### config.mk
export PLATFORM = sky130hd
export DESIGN_NAME = rfe_div
export DESIGN_NICKNAME = d
export VERILOG_FILES = /design/src/rational_function_evaluator_unit_defines.svh /design/src/rfe_pkg.sv /design/src/rfe_div.sv
export SDC_FILE = /design/constraint.sdc
export NUM_CORES = 2
export LEC_CHECK = 0
export BUFFER_PORTS_ARGS = -buffer_cell sky130_fd_sc_hd__buf_2
export CORE_MARGIN = 3
export CORE_UTILIZATION = 65
export CTS_BUF_LIST = sky130_fd_sc_hd__clkbuf_8
export DETAILED_ROUTE_END_ITERATION = 10
export GPL_ROUTABILITY_DRIVEN = 0
export PLACE_DENSITY_LB_ADDON = 0.12
export SLEW_MARGIN = 20
export SYNTH_ARGS = -nofsm -noshare
export SYNTH_HDL_FRONTEND = slang
export SYNTH_SLANG_ARGS = --single-unit
### constraint.sdc
create_clock -name clk -period 4.85 [get_ports clk]
set_input_delay 0.2425 -clock clk [delete_from_list [all_inputs] [get_ports clk]]
set_output_delay 0.2425 -clock clk [all_outputs]
set_load 0.01 [all_outputs]
### src/rational_function_evaluator_unit_defines.svh
// Assertion macros shared by the evaluator
`ifndef RATIONAL_FUNCTION_EVALUATOR_UNIT_DEFINES_SVH
`define RATIONAL_FUNCTION_EVALUATOR_UNIT_DEFINES_SVH

// same-cycle implication
`define RFE_ASSERT_IMPLY(label, clk, rst_n, ante, cons) \
    label: assert property (@(posedge clk) disable iff (!rst_n) (ante) |-> (cons)) \
        else $error("rfe assertion failed");

// next-cycle implication
`define RFE_ASSERT_NEXT(label, clk, rst_n, ante, cons) \
    label: assert property (@(posedge clk) disable iff (!rst_n) (ante) |=> (cons)) \
        else $error("rfe assertion failed");

`endif

### src/rfe_pkg.sv
`timescale 1ns / 1ps
`default_nettype none
package rfe_pkg;
    localparam int VAL_W           = 32;
    localparam int COEF_REGS       = 3;
    localparam int IDX_W           = 3;
    localparam int TERMS_W         = 2;
    localparam int LIMIT_W         = 15;
    localparam int DEF_MAX_TERMS   = 3;
    localparam int DEF_FRAC_BITS   = 16;
    localparam int DEF_RATIO_LIMIT = 32767;

    typedef enum logic [2:0] {
        ST_OK        = 3'd0,
        ST_MISSING   = 3'd1,
        ST_POLE      = 3'd2,
        ST_ZERO_ZERO = 3'd3,
        ST_LARGE     = 3'd4
    } status_t;

    typedef enum logic [IDX_W-1:0] {
        REG_NUM_TERMS = 3'd0,
        REG_DEN_TERMS = 3'd1,
        REG_NUM_C0    = 3'd2,
        REG_NUM_C1    = 3'd3,
        REG_NUM_C2    = 3'd4,
        REG_DEN_C0    = 3'd5,
        REG_DEN_C1    = 3'd6,
        REG_DEN_C2    = 3'd7
    } cfg_idx_t;

    typedef logic [COEF_REGS-1:0][VAL_W-1:0] coef_vec_t;

    typedef struct packed {
        logic    done;
        logic    missing;
        status_t status;
        logic    neg;
    } side_t;
endpackage
`default_nettype wire

### src/rfe_div.sv
`timescale 1ns / 1ps
`default_nettype none
module rfe_div
    import rfe_pkg::*;
#(
    parameter int FRAC_BITS = DEF_FRAC_BITS
)(
    input  wire logic                            clk,
    input  wire logic                            en,
    input  wire logic [VAL_W-1:0]                at,
    input  wire logic [VAL_W-1:0]                ab,
    output logic [FRAC_BITS+LIMIT_W:0]           q2
);
    localparam int QW = FRAC_BITS + LIMIT_W + 1;

    logic [VAL_W-1:0] rem_reg [QW];
    logic [QW-1:0]    q_reg   [QW];
    logic [VAL_W-1:0] at_reg  [QW];
    logic [VAL_W-1:0] ab_reg  [QW];

    for (genvar k = 0; k < QW; k++) begin : g_bit
        localparam int I = QW - 1 - k;
        logic [VAL_W-1:0] rem_in;
        logic [QW-1:0]    q_in;
        logic [VAL_W-1:0] at_in;
        logic [VAL_W-1:0] ab_in;
        logic             bitv;
        logic [VAL_W:0]   r2;
        logic [VAL_W:0]   diff;
        logic             ge;

        if (k == 0) begin : g_first
            assign rem_in = at >> LIMIT_W;
            assign q_in   = '0;
            assign at_in  = at;
            assign ab_in  = ab;
        end
        else begin : g_next
            assign rem_in = rem_reg[k-1];
            assign q_in   = q_reg[k-1];
            assign at_in  = at_reg[k-1];
            assign ab_in  = ab_reg[k-1];
        end

        if (I >= FRAC_BITS + 1) begin : g_data
            assign bitv = at_in[I-FRAC_BITS-1];
        end
        else begin : g_zero
            assign bitv = 1'b0;
        end

        always_comb
        begin
            r2   = {rem_in, bitv};
            diff = r2 - {1'b0, ab_in};
            ge   = (r2 >= {1'b0, ab_in});
        end

        always_ff @(posedge clk)
        begin
            if (en)
            begin
                rem_reg[k] <= ge ? diff[VAL_W-1:0] : r2[VAL_W-1:0];
                q_reg[k]   <= {q_in[QW-2:0], ge};
                at_reg[k]  <= at_in;
                ab_reg[k]  <= ab_in;
            end
        end
    end

    assign q2 = q_reg[QW-1];
endmodule
`default_nettype wire

# ---- After elaboration in Yosys (flattened, before gate mapping)
# Memories as Yosys holds them, arrays and structs flattened.
# Index checks and enable logic that the tools add are counted.
# Widths: inputs -> output; s select.
dict set report word_totals {
  ff_bits 0
  latchBits 0
  ram_bits 4096
  romBits 0
  input_bits 66
  output_inout_bits 32
  word_cells 102
  memories 4
}
# name depth word_bits read_ports rd_clocked_by_memory_dff write_ports line_no
set mem_list {}
lappend mem_list {ab_reg 32 32 31 0 32 rfe_div.sv:19} ;# logic [VAL_W-1:0] ab_reg [QW];
lappend mem_list {at_reg 32 32 31 0 32 rfe_div.sv:18} ;# logic [VAL_W-1:0] at_reg [QW];
lappend mem_list {q_reg 32 32 32 0 32 rfe_div.sv:17} ;# logic [QW-1:0] q_reg [QW];
lappend mem_list {rem_reg 32 32 31 0 32 rfe_div.sv:16} ;# logic [VAL_W-1:0] rem_reg [QW];
dict set report classes {
  addsub 32
  multipliers 0
  div_mod_pow 0
  order_cmp 32
  n_eq_ne 0
  shift 0
  muxes 34
  bitwise_logic 0
  reduce_logical 0
}
# cell n
set ops {}
lappend ops {{$mux 32} 32}
lappend ops {{$ge 33x32->1} 31}
lappend ops {{$sub 32x32->32} 31}
lappend ops {{$ge 18x32->1} 1}
lappend ops {{$sub 18x32->32} 1}
lappend ops {{$mux 1} 2}

# ---- Depth between registers and ports, before layout
# An unclocked memory read counts as a cell.
dict set report logic_depth {
  word_depth 3
  ltp_mapped 16
  mapped_depth_nobuf 14
}

# ---- Worst setup path before layout
# Ideal clock, no wire load.
dict set report synth_timing {
  path_type {register to register}
  from {memory rem_reg[28][7], in the netlist rem_reg[1][391]}
  to {memory rem_reg[29][4], in the netlist rem_reg[1][420], data pin}
  setup_time_ps 260
  arrival_time_ps 3258
  required_time_ps 4590
  slack_ps 1332
  stages_incl_launch_ff 14
  path_buffers 1
  period_less_slack_ps 3518
  path_cell_list {edfxtp_1 ha_1 a21o_1 a211oi_1 o21bai_1 a32o_1 a221o_1 a221o_1 a21oi_2 o21ai_2 a211oi_2 o21ai_2 buf_6 mux2_4}
}
# item line_no
set synth_lines {}
lappend synth_lines {{from (decl)} rfe_div.sv:16}

==> summary.txt <==
Floorplan
  – Die Ht: 472.5 um
  – Core ar.: 215,500 um2
  – Row count: 170
  – Starting Density: 65.64%
  – I/O pins: 98
  – Die ar.: 223,200 um2
  – DIE WIDTH: 472.5 um

Yosys
  – Top_reg_cell synth: edfxtp_1
  – Post-synth ARST share: 0%
  – Mapped Area: 141,400 um2
  – Synth cell types: 100
  – Sequential share of the synthesized area: 55.56%
  – Area contributors post-synth: edfxtp_1, ha_1, a21oi_1
  – Mapped Cells: 12,040
  – Count leader, synth: edfxtp_1
  – Yosys top cell by area: edfxtp_1
  – Mean Syn Cell Area: 11.75 um2
  – Top cell type's share of synthesized area: 55.56%
  – Synth cell count leaders: edfxtp_1, inv_1, ha_1, a21oi_1, nor2_1
  – Syn_nets: 13,140
  – Register bit total from synthesis: 2,617
  – Yosys warns: 0
  – Count of flip-flops with a built-in enable after synthesis: 2,617

Global route
  – Initial antenna violation count: 6
  – Pin count of the biggest net entering global routing: 110
  – Total GRT Usage: 28.43%
  – First-pass GRT wire length: 505,300 um
  – Vias in the first global route: 94,920
  – Grt total ovfl: 0

Place
  – Inst Count DP: 14,850
  – Pre-CTS setup slack: 530.6 ps
  – PortBufs: 97
  – Placed Area: 145,900 um2
  – Hpwl dp: 236,300 um

Clock tree
  – CTS buffer count: 424
  – Clock buffer depth: 4
  – Reg clk slew, reported paths: 60 ps
  – H-Tree Level Count: 5
  – Worst-skew pair later-pin latency: 1100 ps
  – Clock Sink Count: 2,617
  – Clock tree from TritonCTS: built
  – Root Buffer: clkbuf_8

Timing
  – Worst hold slack: 112.3 ps
  – Setup Skew: 82.49 ps
  – Final Hold Vio Count: 0
  – Worst Max-Slew Pin Slew: 1017 ps
  – RSZ-0062 raised after global routing: no
  – Final Cycle Share: 92.22%
  – Setup ws final: 377.2 ps
  – Fmax: 223.6 MHz
  – Fin crit period: 4473 ps
  – Slew Limit Headroom: 31.91%
  – Max-slew violations: 0
  – TNS Setup: 0 ps
  – # setup viols final: 0

Final layout
  – Area Growth Syn to Fin: 9.735%
  – Final cell utilization of the core: 72.04%
  – Total of fill cells in the finished design: 14,690
  – Sequential cell area: 78,590 um2
  – Design area: 155,200 um2
  – Final Non-Filler Cells: 15,730
  – Total Nets Final: 13,680
  – Multi-input combinational cell area: 57,230 um2
  – Layout cell share with drive strength beyond 1: 9.977%

Worst setup path
  – Worst Setup Start Kind: register
  – R2r setup slk: 380 ps
  – Worst Path Required: 5660 ps
  – WS Path Type: register to register
  – Cells along the critical path: ha_1 > nand4_1 > nor4_1 > o211ai_1 > a21o_1 > a31oi_1 > a21boi_0 > o221ai_1 > a21oi_1 > o21a_2 > buf_4 > o31a_1
  – RR Startpoint: rem_reg[1][334]
  – Worst-path maximum fanout: 35
  – Worst path bufs/invs: 1
  – Reg2Reg Depth: 12
  – Slowest CP cell: nor4_1
  – Endpoint type of the worst setup path: register
  – CP delay by family, top: compound AO/OA/AOI/OAI gates
  – Critical Path Max Stage Delay: 660 ps
  – Data arrival time of the worst path: 5280 ps
  – FF-to-FF End: rem_reg[1][383]

Pwr
  – P per Cell Area: 667.1 nW/um2
  – P_leak: 64.04 nW
  – Worst VDD drop: 0.0003534 V
  – Pwr Total: 103.5 mW

Min path
  – HP Start: at[25]
  – Hold Path End: rem_reg[0][11]
  – Hold depth: 4
  – Worst min path class: input pin to register

Job
  – Max-capacitance violation count: 0

Route
  – Remaining DRCs: 0
  – Drt pass-1 iters: 7
  – Drt via density: 6.103
  – ANT nets after route: 0
  – Via count: 96,020
  – Total Wirelength: 322,100 um
  – 1st-iter DRT viols: 8,939
  – DR WL/cell: 20.47 um

Run status
  – Status: finished clean
## cell type report
type                       count  share of cell area [%]
sequential                  2617                   50.63
multi-input combinational   7909                   36.87
clock buffer                 426                   3.777
inverter                    1267                   3.064
tap                         2838                   2.288
timing repair buffer         357                   2.020
clock inverter               314                   1.338
antenna                        6                0.009673
## what timing repair did
item,CTS,global route
setup buffers,0,0
endpoints found under the hold margin,306,0
gates resized for setup,0,0
setup endpoints to repair,0,0
hold buffers,138,0
## worst register-to-register path: cells and delay by family (launching register included)
| kind | cells | cell delay, ps |
|---|---|---|
| AO/OA/AOI/OAI | 8 | 2210 |
| adder cells (fa/ha/maj) | 1 | 390 |
| buffers and inverters | 1 | 310 |
| flip-flops | 1 | 400 |
| AND/OR/NAND/NOR | 2 | 910 |
## kinds of logic after synthesis
| group | Yosys count | synth area share (%) |
|---|---|---|
| xor+xnor | 830 | 5.139 |
| mux | 477 | 3.849 |
| compound gates | 3062 | 13.58 |
| flops | 2617 | 55.56 |
| buf+inv | 1509 | 4.105 |
| simple gates | 2500 | 8.403 |
| fa+ha+maj | 1040 | 9.364 |
## power by group
group | leakage [nW] | internal, mW | switching, mW
logic | 34.0 | 21.3 | 26.5
clock network | 4.47 | 9.66 | 8.67
registers | 25.6 | 33.4 | 4.08
## per-layer routing
layer	wire length [um]	part of all wire, %	GRT usage (%)
met5	0	0	0
met1	126100	39	35.21
met2	160500	50	49.28
met4	16140	5.0	13.27
met3	19400	6.0	4.199
## worst max-delay path by stage
stage                                  to  cells past startpoint       startpoint  slack (ps)
after floorplan           rem_reg[1][420]                     13  rem_reg[1][391]        1330
after global placement    rem_reg[1][383]                     12  rem_reg[1][333]         490
after detailed placement  rem_reg[1][117]                     11   rem_reg[1][70]         530
after CTS                 rem_reg[1][395]                     13   ab_reg[1][355]         510
after global routing      rem_reg[1][395]                     13   ab_reg[1][355]         170
final                     rem_reg[1][383]                     12  rem_reg[1][334]         380
## cells in the final DEF, fill, tap and decap left out, types with 37 or more instances in the layout
cell type and instances:
o21a_1 144, o21bai_1 110, nand4_1 153, edfxtp_1 2617
nor4_1 47, buf_4 95, nor2_1 719, or3_1 51
nor3_1 115, xnor2_1 525, o31ai_1 68, mux2_2 413
a31oi_1 83, nand3_1 193, clkinv_1 98, a21oi_1 1007
clkbuf_8 426, clkinv_2 56, buf_2 96, ha_1 1009
nand2_1 692, and3_1 71, o21ai_0 683, a21o_1 481
nor2b_1 161, a211oi_1 77, a21boi_0 37, inv_1 1378
xor2_1 305, nand2b_1 134, and2_1 46, dlygate4sd3_1 138
(Power assumes the default switching activity.)
